File: src/design/vse_pkg.sv
// ----------------------------------------------------------------------------
// vse_pkg
// shared constants, types and helpers of the vector slide element unit
// ----------------------------------------------------------------------------
package vse_pkg;

	localparam int MAX_LENGTH = 64;
	localparam int POS_W      = $clog2(MAX_LENGTH);
	localparam int LEN_W      = $clog2(MAX_LENGTH + 1);

	localparam int ELEM_W   = 64;
	localparam int CNT_W    = 7;
	localparam int IDX_W    = 3;

	// slide modes
	localparam logic [1:0] MODE_SLIDEUP    = 2'd0;
	localparam logic [1:0] MODE_SLIDE1UP   = 2'd1;
	localparam logic [1:0] MODE_SLIDEDOWN  = 2'd2;
	localparam logic [1:0] MODE_SLIDE1DOWN = 2'd3;

	// register indexes
	localparam logic [IDX_W-1:0] REG_MODE   = 3'd0;
	localparam logic [IDX_W-1:0] REG_OFFSET = 3'd1;
	localparam logic [IDX_W-1:0] REG_SCALAR = 3'd2;
	localparam logic [IDX_W-1:0] REG_LENGTH = 3'd3;
	localparam logic [IDX_W-1:0] REG_MASKED = 3'd4;
	localparam logic [IDX_W-1:0] REG_EWIDTH = 3'd5;

	// result source select
	localparam logic [2:0] SEL_OLD    = 3'd0;
	localparam logic [2:0] SEL_SRC    = 3'd1;
	localparam logic [2:0] SEL_BUF    = 3'd2;
	localparam logic [2:0] SEL_SCALAR = 3'd3;
	localparam logic [2:0] SEL_ZERO   = 3'd4;

	typedef struct packed {
		logic [1:0]        slide_mode;
		logic [CNT_W-1:0]  slide_offset;
		logic [ELEM_W-1:0] scalar_value;
		logic [CNT_W-1:0]  vector_length;
		logic              masked;
		logic              element_width;
	} cfg_t;

	typedef struct packed {
		logic [2:0]        sel;
		logic              last;
		logic [ELEM_W-1:0] src;
		logic [ELEM_W-1:0] old;
	} s1_t;

	// element mask for the current width
	function automatic logic [ELEM_W-1:0] width_mask(input logic wide);
		logic [ELEM_W-1:0] m;
		m = wide ? {ELEM_W{1'b1}} : {{(ELEM_W/2){1'b0}}, {(ELEM_W/2){1'b1}}};
		return m;
	endfunction

	// length with zero taken as one and saturated at the buffer depth
	function automatic logic [LEN_W-1:0] clamp_len(input logic [CNT_W-1:0] vl);
		int v;
		v = int'(vl);
		if (v == 0) v = 1;
		if (v > MAX_LENGTH) v = MAX_LENGTH;
		return LEN_W'(v);
	endfunction

	// offset saturated at the length
	function automatic logic [LEN_W-1:0] clamp_off(input logic [CNT_W-1:0] offset,
		input logic [LEN_W-1:0] len);
		int o;
		o = int'(offset);
		if (o > int'(len)) o = int'(len);
		return LEN_W'(o);
	endfunction

endpackage

File: src/design/vse_if.sv
// ----------------------------------------------------------------------------
// vse interfaces
// element input, result output and register write channels
// ----------------------------------------------------------------------------
interface vse_in_if;
	logic                       valid;
	logic                       ready;
	logic [vse_pkg::ELEM_W-1:0] source_element;
	logic [vse_pkg::ELEM_W-1:0] old_dest_element;
	logic                       mask_active;

	modport source (output valid, source_element, old_dest_element, mask_active,
		input ready);
	modport sink (input valid, source_element, old_dest_element, mask_active,
		output ready);
endinterface

interface vse_out_if;
	logic                       valid;
	logic                       ready;
	logic [vse_pkg::ELEM_W-1:0] result_element;
	logic                       last;

	modport source (output valid, result_element, last, input ready);
	modport sink (input valid, result_element, last, output ready);
endinterface

interface vse_cfg_if;
	logic                       valid;
	logic                       ready;
	logic [vse_pkg::IDX_W-1:0]  index;
	logic [vse_pkg::ELEM_W-1:0] data;

	modport source (output valid, index, data, input ready);
	modport sink (input valid, index, data, output ready);
endinterface

File: src/design/vse_cfg.sv
// ----------------------------------------------------------------------------
// vse_cfg
// configuration registers and restart pulse
// ----------------------------------------------------------------------------
module vse_cfg (
	input  logic            clk,
	input  logic            arst_n,
	vse_cfg_if.sink         cfg,
	output vse_pkg::cfg_t   cfg_q,
	output logic            restart
);

	logic wr;

	assign cfg.ready = 1'b1;
	assign wr        = cfg.valid & cfg.ready;

	always_ff @(posedge clk or negedge arst_n) begin
		if (!arst_n) begin
			cfg_q.slide_mode    <= vse_pkg::MODE_SLIDEUP;
			cfg_q.slide_offset  <= '0;
			cfg_q.scalar_value  <= '0;
			cfg_q.vector_length <= vse_pkg::CNT_W'(1);
			cfg_q.masked        <= 1'b0;
			cfg_q.element_width <= 1'b1;
		end else if (wr) begin
			case (cfg.index)
				vse_pkg::REG_MODE:   cfg_q.slide_mode    <= cfg.data[1:0];
				vse_pkg::REG_OFFSET: cfg_q.slide_offset  <= cfg.data[vse_pkg::CNT_W-1:0];
				vse_pkg::REG_SCALAR: cfg_q.scalar_value  <= cfg.data;
				vse_pkg::REG_LENGTH: cfg_q.vector_length <= cfg.data[vse_pkg::CNT_W-1:0];
				vse_pkg::REG_MASKED: cfg_q.masked        <= cfg.data[0];
				vse_pkg::REG_EWIDTH: cfg_q.element_width <= cfg.data[0];
				default: ;
			endcase
		end
	end

	always_comb begin
		restart = 1'b0;
		if (wr) begin
			case (cfg.index)
				vse_pkg::REG_MODE, vse_pkg::REG_OFFSET, vse_pkg::REG_SCALAR,
				vse_pkg::REG_LENGTH, vse_pkg::REG_MASKED,
				vse_pkg::REG_EWIDTH: restart = 1'b1;
				default:             restart = 1'b0;
			endcase
		end
	end

endmodule

File: src/design/vse_buf.sv
// ----------------------------------------------------------------------------
// vse_buf
// source element buffer, one write and one registered read per cycle
// ----------------------------------------------------------------------------
module vse_buf (
	input  logic                        clk,
	input  logic                        we,
	input  logic [vse_pkg::POS_W-1:0]   waddr,
	input  logic [vse_pkg::ELEM_W-1:0]  wdata,
	input  logic                        re,
	input  logic [vse_pkg::POS_W-1:0]   raddr,
	output logic [vse_pkg::ELEM_W-1:0]  rdata
);

	logic [vse_pkg::ELEM_W-1:0] mem [vse_pkg::MAX_LENGTH];

	always_ff @(posedge clk) begin
		if (we) begin
			mem[waddr] <= wdata;
		end
	end

	always_ff @(posedge clk) begin
		if (re) begin
			rdata <= mem[raddr];
		end
	end

endmodule

File: src/design/vse_ctrl.sv
// ----------------------------------------------------------------------------
// vse_ctrl
// element position, result source decode and first pipeline stage
// ----------------------------------------------------------------------------
module vse_ctrl (
	input  logic                        clk,
	input  logic                        arst_n,
	vse_in_if.sink                      in_ch,
	input  vse_pkg::cfg_t               cfg_q,
	input  logic                        restart,
	input  logic                        load_s2,
	output logic                        valid_s1,
	output vse_pkg::s1_t                s1,
	output logic                        buf_we,
	output logic [vse_pkg::POS_W-1:0]   buf_waddr,
	output logic [vse_pkg::ELEM_W-1:0]  buf_wdata,
	output logic [vse_pkg::POS_W-1:0]   buf_raddr
);

	logic [vse_pkg::POS_W-1:0]  pos_q;
	logic [vse_pkg::LEN_W-1:0]  len;
	logic [vse_pkg::LEN_W-1:0]  off;
	logic [vse_pkg::LEN_W-1:0]  jx;
	logic [vse_pkg::LEN_W-1:0]  j_inc;
	logic [vse_pkg::ELEM_W-1:0] wmask;
	logic                       advance;
	logic                       accept;
	logic                       last;
	logic [2:0]                 sel;

	assign advance     = ~valid_s1 | load_s2;
	assign in_ch.ready = advance;
	assign accept      = in_ch.valid & advance;

	assign wmask = vse_pkg::width_mask(cfg_q.element_width);
	assign len   = vse_pkg::clamp_len(cfg_q.vector_length);
	assign off   = vse_pkg::clamp_off(cfg_q.slide_offset, len);
	assign jx    = vse_pkg::LEN_W'(pos_q);
	assign j_inc = jx + vse_pkg::LEN_W'(1);
	assign last  = (j_inc >= len);

	assign buf_we    = accept;
	assign buf_waddr = pos_q;
	assign buf_wdata = in_ch.source_element & wmask;
	assign buf_raddr = vse_pkg::POS_W'(jx - off);

	always_comb begin
		sel = vse_pkg::SEL_OLD;
		if (cfg_q.slide_mode == vse_pkg::MODE_SLIDEUP ||
			cfg_q.slide_mode == vse_pkg::MODE_SLIDE1UP) begin
			if (cfg_q.slide_mode == vse_pkg::MODE_SLIDE1UP && pos_q == '0) begin
				sel = vse_pkg::SEL_SCALAR;
			end else if (jx >= off) begin
				// zero offset reads the element arriving now
				sel = (off == '0) ? vse_pkg::SEL_SRC : vse_pkg::SEL_BUF;
			end else begin
				sel = vse_pkg::SEL_OLD;
			end
		end else begin
			if (cfg_q.slide_mode == vse_pkg::MODE_SLIDE1DOWN && j_inc == len) begin
				sel = vse_pkg::SEL_SCALAR;
			end else if (jx >= len - off) begin
				sel = vse_pkg::SEL_ZERO;
			end else begin
				sel = vse_pkg::SEL_SRC;
			end
		end
		if (cfg_q.masked && !in_ch.mask_active) begin
			sel = vse_pkg::SEL_OLD;
		end
	end

	always_ff @(posedge clk or negedge arst_n) begin
		if (!arst_n) begin
			pos_q <= '0;
		end else if (restart) begin
			pos_q <= '0;
		end else if (accept) begin
			pos_q <= last ? '0 : vse_pkg::POS_W'(j_inc);
		end
	end

	always_ff @(posedge clk or negedge arst_n) begin
		if (!arst_n) begin
			valid_s1 <= 1'b0;
		end else if (advance) begin
			valid_s1 <= in_ch.valid;
		end
	end

	always_ff @(posedge clk) begin
		if (accept) begin
			s1.sel  <= sel;
			s1.last <= last;
			s1.src  <= in_ch.source_element;
			s1.old  <= in_ch.old_dest_element;
		end
	end

endmodule

File: src/design/vse_out.sv
// ----------------------------------------------------------------------------
// vse_out
// result select and output register
// ----------------------------------------------------------------------------
module vse_out (
	input  logic                        clk,
	input  logic                        arst_n,
	input  logic                        valid_s1,
	input  vse_pkg::s1_t                s1,
	input  logic [vse_pkg::ELEM_W-1:0]  buf_rdata,
	input  vse_pkg::cfg_t               cfg_q,
	output logic                        load_s2,
	vse_out_if.source                   out_ch
);

	logic                       valid_q;
	logic [vse_pkg::ELEM_W-1:0] result_q;
	logic                       last_q;
	logic [vse_pkg::ELEM_W-1:0] res;

	assign load_s2 = ~valid_q | out_ch.ready;

	always_comb begin
		case (s1.sel)
			vse_pkg::SEL_OLD:    res = s1.old;
			vse_pkg::SEL_SRC:    res = s1.src;
			vse_pkg::SEL_BUF:    res = buf_rdata;
			vse_pkg::SEL_SCALAR: res = cfg_q.scalar_value;
			vse_pkg::SEL_ZERO:   res = '0;
			default:             res = '0;
		endcase
	end

	always_ff @(posedge clk or negedge arst_n) begin
		if (!arst_n) begin
			valid_q <= 1'b0;
		end else if (load_s2) begin
			valid_q <= valid_s1;
		end
	end

	always_ff @(posedge clk) begin
		if (load_s2 && valid_s1) begin
			result_q <= res & vse_pkg::width_mask(cfg_q.element_width);
			last_q   <= s1.last;
		end
	end

	assign out_ch.valid          = valid_q;
	assign out_ch.result_element = result_q;
	assign out_ch.last           = last_q;

endmodule

File: src/design/vector_slide_element_unit.sv
// ----------------------------------------------------------------------------
// vector_slide_element_unit
// slide up and down of vector elements, one element per transaction
// ----------------------------------------------------------------------------
// path: an element is registered into stage one, its result then into the
// output register, and both stages hold while the result channel stalls
// throughput: one element per cycle if out_ch does not stall, one buffer write
// at the current position and a registered read at position - offset at once
// reset: control state cleared, registers to their defaults; buffer not reset
// ----------------------------------------------------------------------------
module vector_slide_element_unit (
	input  logic       clk,
	input  logic       arst_n,
	vse_in_if.sink     in_ch,
	vse_out_if.source  out_ch,
	vse_cfg_if.sink    cfg
);

	vse_pkg::cfg_t              cfg_q;
	logic                       restart;
	logic                       load_s2;
	logic                       valid_s1;
	vse_pkg::s1_t               s1;
	logic                       buf_we;
	logic [vse_pkg::POS_W-1:0]  buf_waddr;
	logic [vse_pkg::ELEM_W-1:0] buf_wdata;
	logic [vse_pkg::POS_W-1:0]  buf_raddr;
	logic [vse_pkg::ELEM_W-1:0] buf_rdata;

	vse_cfg u_cfg (
		.clk     (clk),
		.arst_n  (arst_n),
		.cfg     (cfg),
		.cfg_q   (cfg_q),
		.restart (restart)
	);

	vse_ctrl u_ctrl (
		.clk       (clk),
		.arst_n    (arst_n),
		.in_ch     (in_ch),
		.cfg_q     (cfg_q),
		.restart   (restart),
		.load_s2   (load_s2),
		.valid_s1  (valid_s1),
		.s1        (s1),
		.buf_we    (buf_we),
		.buf_waddr (buf_waddr),
		.buf_wdata (buf_wdata),
		.buf_raddr (buf_raddr)
	);

	vse_buf u_buf (
		.clk   (clk),
		.we    (buf_we),
		.waddr (buf_waddr),
		.wdata (buf_wdata),
		.re    (buf_we),
		.raddr (buf_raddr),
		.rdata (buf_rdata)
	);

	vse_out u_out (
		.clk       (clk),
		.arst_n    (arst_n),
		.valid_s1  (valid_s1),
		.s1        (s1),
		.buf_rdata (buf_rdata),
		.cfg_q     (cfg_q),
		.load_s2   (load_s2),
		.out_ch    (out_ch)
	);

endmodule

File: src/flat_wrapper.sv
// flat-port wrapper written by rule: the top's interface ports become plain ports
module vector_slide_element_unit_flat 
  (clk, arst_n, in_ch_valid, in_ch_source_element, in_ch_old_dest_element, in_ch_mask_active, in_ch_ready, out_ch_valid, out_ch_result_element, out_ch_last, out_ch_ready, cfg_valid, cfg_index, cfg_data, cfg_ready);
  vse_in_if in_ch_i ();
  vse_out_if out_ch_i ();
  vse_cfg_if cfg_i ();
  input  logic clk;
  input  logic arst_n;
  input wire logic [$bits(in_ch_i.valid)-1:0] in_ch_valid;
  input wire logic [$bits(in_ch_i.source_element)-1:0] in_ch_source_element;
  input wire logic [$bits(in_ch_i.old_dest_element)-1:0] in_ch_old_dest_element;
  input wire logic [$bits(in_ch_i.mask_active)-1:0] in_ch_mask_active;
  output wire logic [$bits(in_ch_i.ready)-1:0] in_ch_ready;
  output wire logic [$bits(out_ch_i.valid)-1:0] out_ch_valid;
  output wire logic [$bits(out_ch_i.result_element)-1:0] out_ch_result_element;
  output wire logic [$bits(out_ch_i.last)-1:0] out_ch_last;
  input wire logic [$bits(out_ch_i.ready)-1:0] out_ch_ready;
  input wire logic [$bits(cfg_i.valid)-1:0] cfg_valid;
  input wire logic [$bits(cfg_i.index)-1:0] cfg_index;
  input wire logic [$bits(cfg_i.data)-1:0] cfg_data;
  output wire logic [$bits(cfg_i.ready)-1:0] cfg_ready;
  assign in_ch_i.valid = in_ch_valid;
  assign in_ch_i.source_element = in_ch_source_element;
  assign in_ch_i.old_dest_element = in_ch_old_dest_element;
  assign in_ch_i.mask_active = in_ch_mask_active;
  assign in_ch_ready = in_ch_i.ready;
  assign out_ch_valid = out_ch_i.valid;
  assign out_ch_result_element = out_ch_i.result_element;
  assign out_ch_last = out_ch_i.last;
  assign out_ch_i.ready = out_ch_ready;
  assign cfg_i.valid = cfg_valid;
  assign cfg_i.index = cfg_index;
  assign cfg_i.data = cfg_data;
  assign cfg_ready = cfg_i.ready;
  vector_slide_element_unit u_core (.clk(clk), .arst_n(arst_n), .in_ch(in_ch_i), .out_ch(out_ch_i), .cfg(cfg_i));
endmodule
File: config.mk
export PLATFORM = sky130hd
export DESIGN_NAME = vector_slide_element_unit_flat
export DESIGN_NICKNAME = d
export VERILOG_FILES = /design/src/design/vse_pkg.sv /design/src/design/vse_if.sv /design/src/design/vse_cfg.sv /design/src/design/vse_buf.sv /design/src/design/vse_ctrl.sv /design/src/design/vse_out.sv /design/src/design/vector_slide_element_unit.sv /design/src/flat_wrapper.sv
export SDC_FILE = /design/constraint.sdc
export NUM_CORES = 2
export LEC_CHECK = 0
export BUFFER_PORTS_ARGS = -buffer_cell sky130_fd_sc_hd__buf_2
export CAP_MARGIN = 20
export CORE_MARGIN = 2
export CORE_UTILIZATION = 60
export CTS_BUF_LIST = sky130_fd_sc_hd__clkbuf_8
export DETAILED_ROUTE_END_ITERATION = 12
export PLACE_DENSITY = 0.77
export SETUP_SLACK_MARGIN = 0.15
export SYNTH_ARGS = -nofsm -noshare
export SYNTH_HDL_FRONTEND = slang
export SYNTH_SLANG_ARGS = --single-unit
File: constraint.sdc
create_clock -name clk -period 17.39 [get_ports clk]
set_clock_uncertainty 0.05 [all_clocks]
set_input_delay 0.8695 -clock clk [delete_from_list [all_inputs] [get_ports clk]]
set_output_delay 0.8695 -clock clk [all_outputs]
set_load 0.1 [all_outputs]
Word-level counts from Yosys, hierarchy flattened

Memories as Yosys holds them, arrays and structs flattened. A register that Yosys moved wholly into a read port is not among the register bits.
Index checks and enable logic that the tools add are counted.

$add $sub $neg: 3
Magnitude comparators: 5
Equal/unequal tests: 11
Multiplexer cells: 18
Bitwise gates (word level): 7
Reduce and logical (&&, ||, !) cells: 20

Operators with widths:

| cell                                                                              | count |
|---|---|
| 64-bit one-hot mux with 4 select lines                                            | 1 |
| 64-bit AND                                                                        | 2 |
| 64-bit two-way mux                                                                | 1 |
| 32-bit by 8-bit greater-than comparator with 1-bit output (second input constant) | 1 |
| 7-bit two-way mux                                                                 | 3 |
| 6-bit two-way mux                                                                 | 3 |
| 6-bit by 7-bit >= comparator with 1-bit output                                    | 2 |
| 7-bit logical NOT                                                                 | 2 |
| 3-bit by 2-bit == test with 1-bit output (second input constant)                  | 4 |
| 2-bit AND reduction                                                               | 6 |
| 3-bit two-way mux                                                                 | 3 |
| 6-bit by 1-bit adder with 7-bit output (second input constant)                    | 1 |
| 7-bit == test                                                                     | 1 |
| 7-bit >= comparator                                                               | 1 |
| 7-bit greater-than comparator                                                     | 1 |
| 7-bit subtractor                                                                  | 1 |
| 3-bit by 1-bit == test with 1-bit output (second input constant)                  | 2 |
| 3-bit == test (second input constant)                                             | 2 |
| 3-bit logical NOT                                                                 | 2 |
| 6-bit logical NOT                                                                 | 1 |
| 2-bit two-way mux                                                                 | 3 |
| 6-bit OR reduction                                                                | 1 |
| 6-bit subtractor                                                                  | 1 |
| 1-bit logical AND                                                                 | 4 |
| 10 further kinds                                                                  | 15 |

Bits in registers: 287
RAM bits: 4096
Output and inout port bits: 68
Word-level logic and storage cells: 80
Memories kept: 1

Memories:

| memory           | words | width | read ports | clocked after Yosys merged registers in | write ports | RTL line      | text |
|---|---|---|---|---|---|---|---|
| u_core.u_buf.mem | 64    | 64    | 1          | 1                                       | 1           | vse_buf.sv:15 | `logic [vse_pkg::ELEM_W-1:0] mem [vse_pkg::MAX_LENGTH];` |

Depth between registers and ports, before layout

Depth after elaboration: 11
Gate-level depth with buffers: 23
Depth with buffers taken out: 22

Hierarchy

Synthesis repeated with hierarchy kept, for this count alone.

Cells, all modules: 7466
Area total of the unflattened synthesis: 170248.3 µm²

By module, submodules not included:

| module   | times used | cells an instance | area an instance (µm²) | seq. area each (µm²) |
|---|---|---|---|---|
| vse_buf  | 1          | 6598              | 156989.3               | 124919.8 |
| vse_ctrl | 1          | 394               | 5964.5                 | 4139.0 |
| vse_out  | 1          | 293               | 3875.0                 | 1976.9 |
| vse_cfg  | 1          | 181               | 3419.5                 | 2054.5 |

Worst setup path after synthesis

No wires, ideal clock.

Kind: reg-to-reg
Start point: reg u_core.u_out.valid_q, in the netlist u_core.u_out.out_ch.valid
End point: mem u_core.u_buf.mem[51][0] (netlist name), enable pin
Library setup time: 487 ps
Data arrival time: 11838 ps
Data required time: 16853 ps
Path slack: 5016 ps
Stages on the path, launching flop included: 6
Period minus slack after synthesis: 12374 ps
Cells stage by stage: dfrtp_1 nand3b_1 and2_1 clkbuf_1 nand3_1 nor2_1

Word-level cells in the longest chain between the ends: 6

Ends and longest elaborated chain:

| what                                    | RTL line                        | text |
|---|---|---|
| start: declaration                      | vse_out.sv:16                   | `logic valid_q;` |
| start signal: assignment                | vse_out.sv:38                   | `valid_q <= valid_s1;` |
| 1-bit NOT                               | vse_out.sv:21                   | `assign load_s2 = ~valid_q \| out_ch.ready;` |
| 1-bit bitwise OR                        | vse_out.sv:21                   |  |
| 1-bit bitwise OR                        | vse_ctrl.sv:31                  | `assign advance = ~valid_s1 \| load_s2;` |
| named net in_ch_ready                   | flat_wrapper.sv:13              | `output wire logic [$bits(in_ch_i.ready)-1:0] in_ch_ready;` |
| 1-bit AND                               | vse_ctrl.sv:33                  | `assign accept = in_ch.valid & advance;` |
| named net u_core.buf_we                 | vector_slide_element_unit.sv:24 | `logic buf_we;` |
| 1-bit two-way mux                       | vse_buf.sv:18                   | `if (we) begin` |
| 1-bit two-way mux (not written as such) | vse_buf.sv:19                   | `mem[waddr] <= wdata;` |
| end: declaration                        | vse_buf.sv:15                   |  |

The timed path passes the listed nets, and every way through them passes these cells.

Worst setup path in the final report

Start point: reg, netlist name u_core.u_cfg.cfg_q[8]
End point: reg u_core.u_buf.rdata[47] (netlist name), read port of u_core.u_buf.mem, data pin

Word-level cells in the longest chain between the ends: 7

Ends and longest elaborated chain:

| what                                                      | RTL line       | text |
|---|---|---|
| 7-bit logical NOT                                         | vse_pkg.sv:63  | `if (v == 0) v = 1;` |
| 7-bit two-way mux *                                       | vse_pkg.sv:63  |  |
| 32-bit by 8-bit greater-than comparator with 1-bit output | vse_pkg.sv:64  | `if (v > MAX_LENGTH) v = MAX_LENGTH;` |
| 7-bit two-way mux *                                       | vse_pkg.sv:64  |  |
| 7-bit greater-than comparator                             | vse_pkg.sv:73  | `if (o > int'(len)) o = int'(len);` |
| 7-bit two-way mux *                                       | vse_pkg.sv:73  |  |
| 6-bit subtractor *                                        | vse_ctrl.sv:45 | `assign buf_raddr = vse_pkg::POS_W'(jx - off);` |
| end: declaration                                          | vse_buf.sv:12  | `output logic [vse_pkg::ELEM_W-1:0] rdata` |

Every way passes the cells marked *; elsewhere a longest branch is shown, timed or not.
A chain may end at the register's enable or synchronous reset.

==> run_results.csv <==
group,metric,value,unit
sta,tns,0,ps
cts,clk_pin_slew,60,ps
cts,htreeDepth,6,
sta,fmax,121,MHz
sta,finalMaxSlewViolations,0,
drt,vias_per_cell,6.94,
global_routing,track_usage,31.6,%
finish,mostFrequentLayoutCells,"edfxtp_1, mux4_2, clkbuf_8",
die,row_count,195,
sta,hold_violations,0,
drt,wl_per_cell,37.4,µm
cts,cts-root-buf,"clkbuf_8",
global_routing,grt_pass1_vias,83794,
global_routing,overflow,0,
synth,ys_dominant_reg_cell,"edfxtp_1",
cts,tritoncts,"done",
sta,fin_ws,9100,ps
die,ios,269,
drt,via_count,84223,
die,die-area,0.287,mm²
placed_design,place_congestion,0.886,
sta,rsz0062_at_grt,"false",
die,die_y,536,µm
finish,layout_commonest_cell,"edfxtp_1",
finish,drive_gt1_share,33.0,%
synth,ys_async_sr_fraction,2.02,%
placed_design,dp_slack,9010,ps
global_routing,antenna_found_initial,23,
cts,clock_path_buffers,4,
drt,drt-total-wl,454000,µm
setup_path,endpoint_kind,"register",
global_routing,grt_max_degree,157,
synth,synth_cell_types,54,
pwr,peakVddDrop,0.312,mV
finish,finalNonFillerCells,12138,
sta,setup_viol,0,
cts,cts_resized,0,
synth,yosysSeqAreaShare,78.4,%
cts,clock-sinks,4447,
synth,postSynthNetCount,7105,
cts,cts_made_buffers,667,
synth,postSynthCellCount,6868,
placed_design,port_buffers,267,
sta,finalCriticalPeriod,8290,ps
pwr,leakage,62.2,nW
synth,synth_seq_cells,4447,
worst_hold_path,hold_path_class,"in2reg",
sta,period_share,47.7,%
placed_design,dp.cells,10740,
die,die_w,536,µm
setup_path,cp_max_fo,63,
setup_path,cp.arrival,9140,ps
drt,detail-route-antenna-nets,0,
synth,avgSynthCellArea,24.7,µm²
global_routing,grt_pass1_wl,628000,µm
drt,remaining_drc_errors,0,
drt,dr.pass1.iters,9,
sta,worst_pin_slew,1260,ps
synth,synth_warnings,0,
run,drv_cap,0,
setup_path,crit_type,"reg2reg",
synth,netlist_area,0.170,mm²
sta,slew_headroom,15.7,%
synth,synth_edf_count,4357,
finish,nets,8095,
drt,drtIter0Drc,14387,
placed_design,place_hpwl,226000,µm
setup_path,worstPathRequired,18240,ps
run_status,status,"complete, no violations",
die,fp.coreArea,0.282,mm²
pwr,cellPowerDensity,177,mW/mm²
die,start_util,60.2,%
setup_path,cp-start-kind,"register",
cts,worstSkewPairLatency,1250,ps
finish,n_fill_cell,16142,
finish,area_growth,12.5,%
-- state kept, by name, summed over array words and instances (netlist names) --
| register | count |
|---|---|
| u_core.u_ctrl.valid_s1 | 1 |
| u_core.u_out.out_ch.valid | 1 |
| u_core.u_buf.mem | 4096 |
| u_core.u_out.out_ch.last | 1 |
| u_core.u_ctrl.buf_waddr | 6 |
| u_core.u_buf.rdata | 64 |
| u_core.u_out.out_ch.result_element | 64 |
| u_core.u_cfg.cfg_q | 82 |
| u_core.u_ctrl.s1 | 132 |
-- metrics by stage --
stage / power [W] / instance area [µm²] / utilization [%] / hold slack, ps
global route: 0.0349 / 191000 / 67.7 / 27.6
floorplan: 0.0226 / 170000 / - / 350
global placement: 0.0258 / 176000 / 62.6 / 424
detailed placement: 0.0260 / 176000 / 62.6 / 429
finish: 0.0337 / 191000 / 67.7 / 49.6
CTS: 0.0338 / 190000 / 67.5 / 58.8
-- worst max-delay path: stages (launching register included) --
cell and delay (ps):
dfrtp_1 470, nor2b_1 280, inv_1 150, ha_1 330
nand3b_1 110, a21oi_1 80, or3_1 450, nand2_1 350
nand2_1 90, o21ai_0 180, ha_4 200, inv_1 50
fa_4 1210, buf_4 510, buf_16 330, buf_4 600
buf_4 820, mux4_2 430, mux4_2 480, mux2i_1 460
mux2i_1 140
-- cells in the mapped netlist (2+ instances only) --
| master | count | area (µm²) |
|---|---|---|
| dfrtp_1 | 88 | 2200 |
| xnor2_1 | 7 | 61.3 |
| dfstp_2 | 2 | 52.6 |
| nor3_1 | 4 | 20.0 |
| buf_2 | 122 | 611 |
| buf_6 | 18 | 203 |
| and3_1 | 2 | 12.5 |
| mux2_2 | 82 | 923 |
| or3_1 | 2 | 12.5 |
| nor3b_1 | 2 | 15.0 |
| or2_2 | 3 | 18.8 |
| mux2i_1 | 199 | 1990 |
| clkbuf_1 | 184 | 691 |
| a21o_1 | 5 | 37.5 |
| fa_1 | 2 | 40.0 |
| nand2_1 | 54 | 203 |
| o21a_1 | 5 | 37.5 |
| nor4bb_1 | 2 | 20.0 |
| and2_1 | 35 | 219 |
| xor2_1 | 4 | 35.0 |
| mux4_2 | 1280 | 28800 |
| buf_4 | 12 | 90.1 |
| a21oi_1 | 43 | 215 |
| nand2b_1 | 9 | 56.3 |
| buf_1 | 22 | 82.6 |
| ha_1 | 34 | 425 |
| edfxtp_1 | 4357 | 131000 |
| inv_1 | 16 | 60.1 |
| nor2_1 | 82 | 308 |
| nand4b_1 | 2 | 17.5 |
| nand3b_1 | 5 | 37.5 |
| nand4_1 | 5 | 31.3 |
| nand3_1 | 8 | 40.0 |
| o31a_1 | 2 | 17.5 |
| nor2b_1 | 7 | 43.8 |
| o21ai_0 | 14 | 70.1 |
| a22o_1 | 4 | 35.0 |
| a22oi_1 | 128 | 961 |
-- timing repair --
item / CTS / global route
endpoints found under the hold margin: 210 / 49
buffers inserted: 0 / 0
hold buffers: 163 / 8
endpoints found under the setup margin: 0 / 0
-- path summary, 6_finish.rpt --
path,start,endpoint,slack [ps],cells past startpoint
worst max-delay path,u_core.u_cfg.cfg_q[8],u_core.u_buf.rdata[47],9100,20
max in group asynchronous,arst_n,u_core.u_cfg.cfg_q[38],15790,3
worst min-delay path,in_ch_source_element[24],u_core.u_buf.mem[50][24],50,1
worst max register to register,u_core.u_cfg.cfg_q[8],u_core.u_buf.rdata[47],9100,20
worst min register to register,u_core.u_ctrl.valid_s1,u_core.u_out.out_ch.valid,450,1
min in group asynchronous,arst_n,u_core.u_ctrl.buf_waddr[1],170,2
-- layout make-up --
cell class | instances | area [µm²] | area share [%]
multi-input cells | 2047 | 35500 | 18.6
inverters | 16 | 60.1 | 0.0315
repair buffers | 679 | 5340 | 2.80
flip-flops and latches | 4447 | 133000 | 69.7
well taps | 3743 | 4680 | 2.45
clock buffers | 680 | 9360 | 4.90
diodes | 9 | 22.5 | 0.0118
clock inverters | 517 | 2810 | 1.47
-- where the power goes --
part	switching [W]	internal (W)	total (W)	leakage (nW)
sequential	0.000188	0.0123	0.0125	40.8
clock	0.00406	0.00381	0.00787	7.06
combinational	0.00674	0.00662	0.0134	14.3
-- kinds of logic after synthesis --
kind of cell               synth area share (%)
DFF                                        78.4
other                                   0.00221
xor gates and xnor gates                 0.0568
muxes                                      18.7
buffers and inverters                      1.02
and+or+nand+nor                           0.652
AOI/OAI and AO/OA                         0.853
adders and majority gates                 0.274
-- per-layer routing --
layer  vias up  wire length (µm)  track usage (%)
met5         -                79                0
met4        14             24200             14.6
li1      31836                 -                -
met3      1299             59800             7.27
met1     43972            152000             42.8
met2      7102            218000             49.8
(Power assumes the default switching activity.)
